## config.mk

```make
export PLATFORM = sky130hd
export DESIGN_NAME = sorted_list_insert_delete_core_flat
export DESIGN_NICKNAME = d
export VERILOG_FILES = /design/src/design/sli_pkg.sv /design/src/design/sli_ifs.sv /design/src/design/sli_ram.sv /design/src/design/sorted_list_insert_delete_core.sv /design/src/flat_wrapper.sv
export VERILOG_INCLUDE_DIRS = /design/src /design/src/design
export SDC_FILE = /design/constraint.sdc
export NUM_CORES = 2
export LEC_CHECK = 0
export BUFFER_PORTS_ARGS = -buffer_cell sky130_fd_sc_hd__buf_2
export CAP_MARGIN = 15
export CORE_MARGIN = 4
export CORE_UTILIZATION = 50
export CTS_BUF_LIST = sky130_fd_sc_hd__clkbuf_16
export CTS_CLUSTER_SIZE = 16
export DETAILED_ROUTE_END_ITERATION = 12
export GPL_TIMING_DRIVEN = 0
export PLACE_DENSITY = 0.66
export SKIP_CTS_REPAIR_TIMING = 1
export SYNTH_ARGS = -nofsm -noshare
export SYNTH_HDL_FRONTEND = slang
export SYNTH_SLANG_ARGS = --single-unit
```

## constraint.sdc

```tcl
create_clock -name clk -period 7.3 [get_ports clk]
set_input_delay 0.365 -clock clk [delete_from_list [all_inputs] [get_ports clk]]
set_output_delay 0.365 -clock clk [all_outputs]
set_load 0.01 [all_outputs]
```

## src/design/sorted_list_insert_delete_core_defines.svh

```systemverilog
// Assertion macros for the sorted list core.
`ifndef SORTED_LIST_INSERT_DELETE_CORE_DEFINES_SVH
`define SORTED_LIST_INSERT_DELETE_CORE_DEFINES_SVH

// Same-cycle implication, disabled while reset is asserted.
`define SLI_ASSERT_SAME(label, clk, rst_n, ante, cons) \
	label: assert property (@(posedge clk) disable iff (!rst_n) (ante) |-> (cons)) \
		else $error("sorted list core: same-cycle check failed");

// Next-cycle implication, disabled while reset is asserted.
`define SLI_ASSERT_NEXT(label, clk, rst_n, ante, cons) \
	label: assert property (@(posedge clk) disable iff (!rst_n) (ante) |=> (cons)) \
		else $error("sorted list core: next-cycle check failed");

`endif

```

## src/design/sli_pkg.sv

```systemverilog
// Shared types, sizes and codes of the sorted list core.
package sli_pkg;

	localparam int CAPACITY = 32;
	localparam int DATA_W   = 32;
	localparam int IDX_W    = (CAPACITY > 1) ? $clog2(CAPACITY) : 1;
	localparam int CNT_W    = $clog2(CAPACITY + 1);

	typedef logic [1:0] mode_t;
	typedef logic [1:0] status_t;
	typedef logic signed [DATA_W-1:0] value_t;

	localparam mode_t MODE_INSERT  = 2'd0;
	localparam mode_t MODE_DELETE  = 2'd1;
	localparam mode_t MODE_READOUT = 2'd2;

	localparam status_t ST_OK        = 2'd0;
	localparam status_t ST_NOT_FOUND = 2'd1;
	localparam status_t ST_FULL      = 2'd2;
	localparam status_t ST_EMPTY     = 2'd3;

endpackage

```

## src/design/sli_ifs.sv

```systemverilog
// Command and response channel interfaces of the sorted list core.
interface sli_cmd_if import sli_pkg::*; ();
	logic   valid;
	logic   ready;
	mode_t  mode;
	value_t operand_value;

	modport source (output valid, output mode, output operand_value, input ready);
	modport sink (input valid, input mode, input operand_value, output ready);
endinterface

interface sli_rsp_if import sli_pkg::*; ();
	logic    valid;
	logic    ready;
	value_t  entry_value;
	status_t status;
	logic    last;

	modport source (output valid, output entry_value, output status, output last, input ready);
	modport sink (input valid, input entry_value, input status, input last, output ready);
endinterface

```

## src/design/sli_ram.sv

```systemverilog
// Generic simple dual-port RAM with registered read.
module sli_ram #(
	parameter int WIDTH = 32,
	parameter int DEPTH = 32
) (
	input  logic                                        clk,
	input  logic                                        wr_en,
	input  logic [((DEPTH > 1) ? $clog2(DEPTH) : 1)-1:0] wr_addr,
	input  logic [WIDTH-1:0]                            wr_data,
	input  logic [((DEPTH > 1) ? $clog2(DEPTH) : 1)-1:0] rd_addr,
	output logic [WIDTH-1:0]                            rd_data
);

	logic [WIDTH-1:0] mem [DEPTH];

	always_ff @(posedge clk) begin
		if (wr_en) begin
			mem[wr_addr] <= wr_data;
		end
		rd_data <= mem[rd_addr];
	end

endmodule

```

## src/design/sorted_list_insert_delete_core.sv

```systemverilog
// Sorted multiset table: insert, delete and ordered readout over one RAM.
//
// Usage: commands arrive as transactions on cmd (mode, operand_value) and
// results leave as transactions on rsp (entry_value, status, last).
// Insert and delete give one result with last set; a readout gives one
// result per stored entry in ascending signed order, last on the final one,
// or a single result with status empty when the table holds nothing.
// cmd is taken only while the sequencer is idle; a finished result waits in
// the output register, so the next command can be taken meanwhile.
// All work goes through the single entry RAM (one read and one write port,
// registered read):
//   insert: entries above the value are moved up one at a time, then it is
//   written; an empty table takes it directly, a full one gives status full
//   delete: entries are scanned from index 0 to the match and those after it
//   moved down; no match or an empty table gives status not found
//   readout: entries are loaded in order, one per cycle while rsp is not stalled
//   unused mode: a single result with status ok
// The next command can be taken in the cycle after the final result is loaded.
// Reset empties the table at once; no clearing pass is run.
// If rsp is stalled the result is held and the sequencer waits for it.
`include "sorted_list_insert_delete_core_defines.svh"

module sorted_list_insert_delete_core import sli_pkg::*; (
	input logic      clk,
	input logic      arst_n,
	sli_cmd_if.sink  cmd,
	sli_rsp_if.source rsp
);

	localparam logic [2:0] S_IDLE     = 3'd0;
	localparam logic [2:0] S_INS_CHK  = 3'd1;
	localparam logic [2:0] S_INS_PUT0 = 3'd2;
	localparam logic [2:0] S_DEL_CHK  = 3'd3;
	localparam logic [2:0] S_DEL_SHF  = 3'd4;
	localparam logic [2:0] S_OUT      = 3'd5;
	localparam logic [2:0] S_RESP     = 3'd6;

	logic [2:0]       state_q, state_d;
	logic [IDX_W-1:0] idx_q, idx_d;
	logic [CNT_W-1:0] count_q, count_d;
	logic [CNT_W-1:0] idx_ext;
	value_t           val_q;
	status_t          status_q, status_d;

	logic              rsp_valid_q;
	value_t            rsp_entry_q;
	status_t           rsp_status_q;
	logic              rsp_last_q;

	logic              accept;
	logic              out_free;
	logic              ld_out;
	value_t            ld_entry;
	status_t           ld_status;
	logic              ld_last;

	logic              wr_en;
	logic [IDX_W-1:0]  wr_addr;
	logic [IDX_W-1:0]  rd_addr;
	logic [DATA_W-1:0] wr_data;
	logic [DATA_W-1:0] rd_data;

	sli_ram #(
		.WIDTH (DATA_W),
		.DEPTH (CAPACITY)
	) u_entries (
		.clk     (clk),
		.wr_en   (wr_en),
		.wr_addr (wr_addr),
		.wr_data (wr_data),
		.rd_addr (rd_addr),
		.rd_data (rd_data)
	);

	assign cmd.ready = (state_q == S_IDLE);
	assign accept    = cmd.valid && cmd.ready;
	assign out_free  = !rsp_valid_q || rsp.ready;
	assign idx_ext   = CNT_W'(idx_q);

	always_comb begin
		state_d   = state_q;
		idx_d     = idx_q;
		count_d   = count_q;
		status_d  = status_q;
		rd_addr   = idx_q;
		wr_en     = 1'b0;
		wr_addr   = idx_q;
		wr_data   = rd_data;
		ld_out    = 1'b0;
		ld_entry  = '0;
		ld_status = ST_OK;
		ld_last   = 1'b1;
		case (state_q)
			S_IDLE: begin
				if (accept) begin
					case (cmd.mode)
						MODE_INSERT: begin
							if (count_q == CNT_W'(CAPACITY)) begin
								status_d = ST_FULL;
								state_d  = S_RESP;
							end else if (count_q == '0) begin
								wr_en    = 1'b1;
								wr_addr  = '0;
								wr_data  = cmd.operand_value;
								count_d  = count_q + 1'b1;
								status_d = ST_OK;
								state_d  = S_RESP;
							end else begin
								idx_d   = count_q[IDX_W-1:0];
								rd_addr = IDX_W'(count_q - 1'b1);
								state_d = S_INS_CHK;
							end
						end
						MODE_DELETE: begin
							if (count_q == '0) begin
								status_d = ST_NOT_FOUND;
								state_d  = S_RESP;
							end else begin
								idx_d   = '0;
								rd_addr = '0;
								state_d = S_DEL_CHK;
							end
						end
						MODE_READOUT: begin
							if (count_q == '0) begin
								status_d = ST_EMPTY;
								state_d  = S_RESP;
							end else begin
								idx_d   = '0;
								rd_addr = '0;
								state_d = S_OUT;
							end
						end
						default: begin
							status_d = ST_OK;
							state_d  = S_RESP;
						end
					endcase
				end
			end
			// rd_data holds the entry just below idx; shift it up or drop the value in
			S_INS_CHK: begin
				wr_en = 1'b1;
				if ($signed(rd_data) < val_q) begin
					wr_data  = val_q;
					count_d  = count_q + 1'b1;
					status_d = ST_OK;
					state_d  = S_RESP;
				end else begin
					idx_d = idx_q - 1'b1;
					if (idx_q == IDX_W'(1)) begin
						state_d = S_INS_PUT0;
					end else begin
						rd_addr = idx_q - IDX_W'(2);
					end
				end
			end
			S_INS_PUT0: begin
				wr_en    = 1'b1;
				wr_addr  = '0;
				wr_data  = val_q;
				count_d  = count_q + 1'b1;
				status_d = ST_OK;
				state_d  = S_RESP;
			end
			S_DEL_CHK: begin
				if (rd_data == val_q) begin
					if (idx_ext + 1'b1 == count_q) begin
						count_d  = count_q - 1'b1;
						status_d = ST_OK;
						state_d  = S_RESP;
					end else begin
						rd_addr = idx_q + 1'b1;
						state_d = S_DEL_SHF;
					end
				end else if (idx_ext + 1'b1 == count_q) begin
					status_d = ST_NOT_FOUND;
					state_d  = S_RESP;
				end else begin
					idx_d   = idx_q + 1'b1;
					rd_addr = idx_q + 1'b1;
				end
			end
			// rd_data holds the entry above idx; move it down by one
			S_DEL_SHF: begin
				wr_en = 1'b1;
				idx_d = idx_q + 1'b1;
				if (idx_ext + 2'd2 == count_q) begin
					count_d  = count_q - 1'b1;
					status_d = ST_OK;
					state_d  = S_RESP;
				end else begin
					rd_addr = idx_q + 2'd2;
				end
			end
			S_OUT: begin
				if (out_free) begin
					ld_out   = 1'b1;
					ld_entry = rd_data;
					ld_last  = (idx_ext + 1'b1 == count_q);
					if (idx_ext + 1'b1 == count_q) begin
						state_d = S_IDLE;
					end else begin
						idx_d   = idx_q + 1'b1;
						rd_addr = idx_q + 1'b1;
					end
				end
			end
			S_RESP: begin
				if (out_free) begin
					ld_out    = 1'b1;
					ld_status = status_q;
					state_d   = S_IDLE;
				end
			end
			default: begin
				state_d = S_IDLE;
			end
		endcase
	end

	always_ff @(posedge clk or negedge arst_n) begin
		if (!arst_n) begin
			state_q     <= S_IDLE;
			idx_q       <= '0;
			count_q     <= '0;
			rsp_valid_q <= 1'b0;
		end else begin
			state_q <= state_d;
			idx_q   <= idx_d;
			count_q <= count_d;
			if (ld_out) begin
				rsp_valid_q <= 1'b1;
			end else if (rsp.ready) begin
				rsp_valid_q <= 1'b0;
			end
		end
	end

	always_ff @(posedge clk) begin
		status_q <= status_d;
		if (accept) begin
			val_q <= cmd.operand_value;
		end
		if (ld_out) begin
			rsp_entry_q  <= ld_entry;
			rsp_status_q <= ld_status;
			rsp_last_q   <= ld_last;
		end
	end

	assign rsp.valid       = rsp_valid_q;
	assign rsp.entry_value = rsp_entry_q;
	assign rsp.status      = rsp_status_q;
	assign rsp.last        = rsp_last_q;

	`SLI_ASSERT_SAME(a_count_bound, clk, arst_n, 1'b1, count_q <= CNT_W'(CAPACITY))
	`SLI_ASSERT_SAME(a_write_busy, clk, arst_n, wr_en, (state_q != S_IDLE) || accept)
	`SLI_ASSERT_NEXT(a_count_step, clk, arst_n, 1'b1, (count_q == $past(count_q)) || (count_q == $past(count_q) + 1'b1) || (count_q == $past(count_q) - 1'b1))
	`SLI_ASSERT_SAME(a_rsp_entry_ok, clk, arst_n, rsp.valid && (rsp.entry_value != '0), rsp.status == ST_OK)

endmodule
```

## src/flat_wrapper.sv

```systemverilog
// flat-port wrapper written by rule: the top's interface ports become plain ports
module sorted_list_insert_delete_core_flat import sli_pkg::*;
  (clk, arst_n, cmd_valid, cmd_mode, cmd_operand_value, cmd_ready, rsp_valid, rsp_entry_value, rsp_status, rsp_last, rsp_ready);
  sli_cmd_if cmd_i ();
  sli_rsp_if rsp_i ();
  input logic clk;
  input logic arst_n;
  input wire logic [$bits(cmd_i.valid)-1:0] cmd_valid;
  input wire logic [$bits(cmd_i.mode)-1:0] cmd_mode;
  input wire logic [$bits(cmd_i.operand_value)-1:0] cmd_operand_value;
  output wire logic [$bits(cmd_i.ready)-1:0] cmd_ready;
  output wire logic [$bits(rsp_i.valid)-1:0] rsp_valid;
  output wire logic [$bits(rsp_i.entry_value)-1:0] rsp_entry_value;
  output wire logic [$bits(rsp_i.status)-1:0] rsp_status;
  output wire logic [$bits(rsp_i.last)-1:0] rsp_last;
  input wire logic [$bits(rsp_i.ready)-1:0] rsp_ready;
  assign cmd_i.valid = cmd_valid;
  assign cmd_i.mode = cmd_mode;
  assign cmd_i.operand_value = cmd_operand_value;
  assign cmd_ready = cmd_i.ready;
  assign rsp_valid = rsp_i.valid;
  assign rsp_entry_value = rsp_i.entry_value;
  assign rsp_status = rsp_i.status;
  assign rsp_last = rsp_i.last;
  assign rsp_i.ready = rsp_ready;
  sorted_list_insert_delete_core u_core (.clk(clk), .arst_n(arst_n), .cmd(cmd_i), .rsp(rsp_i));
endmodule
```

# --- Word level (Yosys, flattened, before mapping) ---
# Memories as Yosys holds them, arrays and structs flattened. A register that Yosys moved wholly into a read port is not among the register bits.
# Cells that the tools add are included.
word_totals:
  mem_count: 1
  mem_bits_rw: 1024
  out_inout_bits: 37
  inputBits: 38
  register_bits: 84
op_classes:
  eq_ne: 34
  add_sub_neg: 8
  magnitude_cmp: 1
  n_mux: 77
  reduce_logical: 18
memory_table:
  columns: ["memory", "depth", "word_bits", "rd", "rd_clocked_by_memory_dff", "wr", "line_no", "source"]
  rows:
  - ["u_core.u_entries.mem", 32, 32, 1, 1, 1, "sli_ram.sv:14", "logic [WIDTH-1:0] mem [DEPTH];"]
ops:
  columns: ["operator", "n"]
  rows:
  - ["$mux 32", 5]
  - ["$pmux 32 s3", 1]
  - ["$mux 5", 18]
  - ["$pmux 5 s5", 2]
  - ["$mux 6", 8]
  - ["$mux 3", 12]
  - ["$eq 32x32->1", 1]
  - ["$lt 32x32->1", 1]
  - ["$pmux 5 s2", 3]
  - ["$pmux 6 s5", 1]
  - ["$mux 2", 12]
  - ["$pmux 3 s7", 1]
  - ["$ne 3x3->1 const B", 5]
  - ["$ne 2x1->1 const B", 7]
  - ["$reduce_and 7->1", 2]
  - ["$eq 6x6->1", 2]
  - ["$ne 2x2->1 const B", 6]
  - ["$mux 1", 10]
  - ["$pmux 2 s5", 1]
  - ["$reduce_bool 5->1", 2]
  - ["$eq 3x3->1 const B", 3]
  - ["$pmux 3 s3", 1]
  - ["$reduce_and 9->1", 1]
  - ["$reduce_and 8->1", 1]
  - ["28 further kinds", 32]

# --- Logic depth before layout (Yosys ltp) ---
depth:
  depth_word: 8
  mapped_depth: 18
  ltp_nobuf: 13

# --- Cells and area by module ---
# From an unflattened synthesis, not the netlist that was laid out.
unflattened:
  cells_unflattened: 2923
  hier_area_um2: 46862.4
modules_own_cells:
  columns: ["mod", "cells_each", "seq_area_each_um2", "area_per_inst_um2", "n_inst"]
  rows:
  - ["sli_ram", 2260, 31390.1, 40492.6, 1]
  - ["sorted_list_insert_delete_core", 663, 2447.3, 6369.9, 1]

# --- Worst setup path after synthesis ---
# No wires, ideal clock.
synth_path:
  kind: "flip-flop to flip-flop"
  start: "register u_core.val_q[31]"
  end: "memory u_core.u_entries.mem[0][4], data pin"
  arrival_time_ps: 3701
  t_required_ps: 6846
  setup_ps: 454
  stages_incl_launch_ff: 13
  path_buffers: 1
  slack_ps: 3144
  path_cell_list: "edfxtp_1 > inv_1 > ha_1 > nand4_2 > nor4_2 > a21oi_1 > a2bb2oi_1 > nor2_1 > nand3_1 > o21ai_0 > clkbuf_1 > a22oi_1 > o21ai_0"
synth_between:
  elab_chain_cells: 3
synth_rtl:
  columns: ["item", "line_no", "source"]
  rows:
  - ["start: declaration", "sorted_list_insert_delete_core.sv:42", "value_t val_q;"]
  - ["start signal: assignment", "sorted_list_insert_delete_core.sv:243", "val_q <= cmd.operand_value;"]
  - ["$lt 32x32->1", "sorted_list_insert_delete_core.sv:144", "if ($signed(rd_data) < val_q) begin"]
  - ["$mux 32", "sorted_list_insert_delete_core.sv:144", null]
  - ["$pmux 32 s3", "sorted_list_insert_delete_core.sv:93", "case (state_q)"]
  - ["via u_core.u_entries.wr_data[4]", "sli_ram.sv:9", "input logic [WIDTH-1:0] wr_data,"]
  - ["end: declaration", "sli_ram.sv:14", null]
# The timed path passes the listed nets, and every way through them passes these cells.

# --- Worst setup path after layout ---
layout_path:
  start: "register u_core.idx_q[2]"
  end: "register u_core.u_entries.rd_data[9] (read register of u_core.u_entries.mem)"
layout_between:
  elab_chain_cells: 5
  word_cells_on_any_way: 19
  cone_classes: "add/sub: 5; eq/ne: 3; mux: 11"
layout_rtl:
  columns: ["item", "line_no", "source"]
  rows:
  - ["start: declaration", "sorted_list_insert_delete_core.sv:39", "logic [IDX_W-1:0] idx_q, idx_d;"]
  - ["start signal: assignment", "sorted_list_insert_delete_core.sv:230", "idx_q <= idx_d;"]
  - ["$add 5x1->6 or $mux 5 (tied branches)", null, null]
  - ["$eq 6x6->1 or $mux 5 (tied branches)", null, null]
  - ["$mux 5 or $pmux 5 s2 (tied branches)", null, null]
  - ["$mux 5, on equally long branches", null, null]
  - ["$pmux 5 s5 *", "sorted_list_insert_delete_core.sv:93", null]
  - ["end: declaration", "sli_ram.sv:11", "output logic [WIDTH-1:0] rd_data"]
# Mark *: on every way between the ends. The rest lies on a longest branch, timed or not.
# A chain may end at the register's enable or synchronous reset.

==> results.toml <==
[synth]
syn-num-nets = 3271
syn_area_per_cell_um2 = 14.6
synth-edff-count = 1093
ys_seq_area_share_pct = 72.7
synthCells = 3189
synth_top_family_by_area = "compound AO/OA/AOI/OAI gates"
synth-simple-area-share_pct = 7.31
synth-xor-area-share_pct = 0.506
async_flop_share_pct = 1.32
synth-adder-area-share_pct = 1.18
synth_area_mm2 = 0.0465
ys_seq_elements = 1140
synthMuxAreaShare_pct = 4.59
synth_cell_types = 88
synth-compound-area-share_pct = 10.8
synth_ff_type = "edfxtp_1"
yosys_warnings = 0

[worst_setup_path]
path_max_fanout = 11
setup.worst_path.class = "flop to flop"
critical_path_arrival_ns = 6.08
startpoint = "u_core.idx_q[2]"
r2r-start = "u_core.idx_q[2]"
worstSetupStartpointType = "flop"
critPathCaptureType = "flop"
cp.required_ns = 7.84

[floorplan]
die_w_um = 313
rows = 111
die_h_um = 313
core_mm2 = 0.0919
start_util_pct = 50.6
io_pins = 75
die_area_mm2 = 0.0980

[timing]
rsz0062_at_grt = "false"
finalSetupViolations = 0
min_period_ns = 5.54
hold-worst-slack_ns = 0.117
drv_slew = 0
worst_slew_pin_slew_ns = 1.24
final-hold-violation-count = 0
slew_headroom_pct = 17.0
fin_crit_sh_pct = 75.9
fmax_ghz = 0.180
final.setup_skew_ns = 0.0544

[cts]
cts_htree_levels = 3
clk_pin_slew_ns = 0.06
cts_buffers = 112
cts.sinks = 1140
clockBufferDepth = 3
cts_tree = "done"
clock-root-buffer = "clkbuf_16"
clk_latency_ns = 0.71

[placed_design]
placed_cells = 4561
hpwl_um = 94400
io_buffer_count = 74
place_congestion = 0.939

[hold_path]
hold_path_class = "input port to asynchronous set/reset pin"

[route]
ant_nets = 0
wl_per_cell_um = 27.9
drt_iter0_drc = 3728
drc = 0
drtPass1Iterations = 6
via_count = 29500
via_per_inst = 6.14
routed_wl_um = 134000

[run_status]
status = "finished, final reports clean"

[layout]
n_fill_cell = 7029
multi_input_area_mm2 = 0.0117
fin_util_pct = 58.8
ff_latch_area_mm2 = 0.0338
area_growth_pct = 16.2
finalNetCount = 3551
drive_gt1_share_pct = 18.0
finalNonFillerCells = 4808

[global_routing]
grt_max_degree = 33
first_global_vias = 28100
grtUsageTotal_pct = 26.7
grt_pass1_wl_um = 192000
grt_overflow = 0
antenna_found_initial = 0

[job]
maxCapViolCount = 0
==> Yosys cell counts, types with 11 or more instances <==
cell      number  area share (%)
a22oi_1       11            0.18
buf_1         13            0.10
clkbuf_1      63            0.51
buf_4         25            0.40
nand4_1       12            0.16
o22ai_1      260             3.5
a21oi_1       67            0.72
nand3_1      119             1.3
o21ai_0       80            0.86
a311oi_2      22            0.71
ha_1          44             1.2
a222oi_1      20            0.43
a311oi_1      12            0.23
buf_2        107             1.2
edfxtp_1    1093              71
inv_1         70            0.56
dfxtp_1       32             1.4
mux2_2       130             3.1
nor2_1       139             1.1
o221ai_1      66             1.2
a32oi_1       33            0.62
a31oi_1       42            0.56
xnor2_1       17            0.32
nand2_1      423             3.4
o21ai_1       37            0.40
dfrtp_1       15            0.81
mux2i_1       67             1.4
and2_1        35            0.47
==> path summary, 6_finish.rpt <==
path / depth (start not counted) / slack, ns / endpoint
max in group asynchronous: 2 / 6.86 / u_core.state_q[0]
max: 16 / 1.76 / u_core.u_entries.rd_data[9]
max reg2reg: 16 / 1.76 / u_core.u_entries.rd_data[9]
min in group clk: 3 / 0.20 / u_core.status_q[1]
min reg2reg: 1 / 0.59 / u_core.rsp.entry_value[9]
min: 2 / 0.12 / u_core.rsp.valid
==> through the flow <==
step / instance area, um2 / setup slack, ns / TNS (ns)
finish: 54100 / 1.76 / 0
global route: 54100 / 1.66 / 0
CTS: 53700 / 1.87 / 0
detailed placement: 50100 / 1.88 / 0
global placement: 48500 / -1.07 / -166.63
floorplan: 46500 / 3.14 / 0
==> critical path, cell delays in order, from the launching register on <==
cell	delay (ns)
dfrtp_1	0.34
buf_2	0.22
clkinv_1	0.38
ha_1	0.50
xor2_1	0.16
nor3_1	0.28
o21ai_2	0.20
nor2b_1	0.43
a311oi_1	0.21
o2111a_1	0.23
o21ai_4	0.33
buf_4	0.31
buf_2	0.28
o22ai_1	0.12
o22ai_1	0.39
o22ai_1	0.37
a311oi_1	0.63
==> cells by family (layout without fill, tap and decap cells) <==
group	after synthesis	count (layout)
AO/OA/AOI/OAI	710	710
XOR/XNOR	26	26
adder cells (fa/ha/maj)	44	44
buffers and inverters	287	661
flip-flops	1140	1140
multiplexers	197	197
other	0	2
AND/OR/NAND/NOR	785	785
==> per-layer routing <==
metal / GRT usage, % / up-vias / routed length (um)
li1: - / 13000 / -
met1: 37.7 / 14700 / 53100
met2: 40.2 / 1604 / 60000
met3: 4.89 / 232 / 14100
met4: 13.3 / 0 / 6990
met5: 0 / - / 0
==> flip-flops by register name, indices dropped and copies added (netlist names) <==
signal	cells
u_core.idx_q	5
u_core.u_entries.rd_data	32
u_core.rsp.entry_value	32
u_core.rsp.valid	1
u_core.u_entries.mem	1024
u_core.status_q	2
u_core.rsp.status	2
u_core.val_q	32
u_core.rsp.last	1
u_core.count_q	6
u_core.state_q	3
==> cell type report <==
type                       count  share of cell area, %
multi-input combinational   1762                   21.6
timing repair buffer         166                   3.78
clock buffer                 115                   5.32
antenna                        2                0.00926
tap                         1243                   2.88
inverter                      72                  0.500
sequential                  1140                   62.6
buffer                       215                   2.00
clock inverter                93                   1.29
==> cells in the final DEF, fill, tap and decap left out, types with 17 or more instances in the layout <==
cell           synthesis  layout
clkbuf_1              63      63
dfxtp_1               32      32
clkinv_1               2      29
a311oi_2              22      22
o22ai_1              260     260
a31oi_1               42      42
o221ai_1              66      66
mux2i_1               67      67
nand3_1              119     119
ha_1                  44      44
buf_16                 0      31
o21ai_1               37      37
buf_2                107     182
o21ai_0               80      69
clkbuf_16              0     115
nor2_4                 0      32
buf_4                 25      26
a222oi_1              20      20
nand2_1              423     423
a32oi_1               33      33
buf_12                 0      18
edfxtp_1            1093    1093
xnor2_1               17      17
and2_1                35      35
clkinv_2               0      17
inv_1                 70     101
mux2_2               130     130
dlygate4sd3_1          0      33
nor2_1               139     107
a21oi_1               67      67
Power is not shown: default switching activity piles up to over one toggle a cycle in this logic, so the estimate is an artifact.
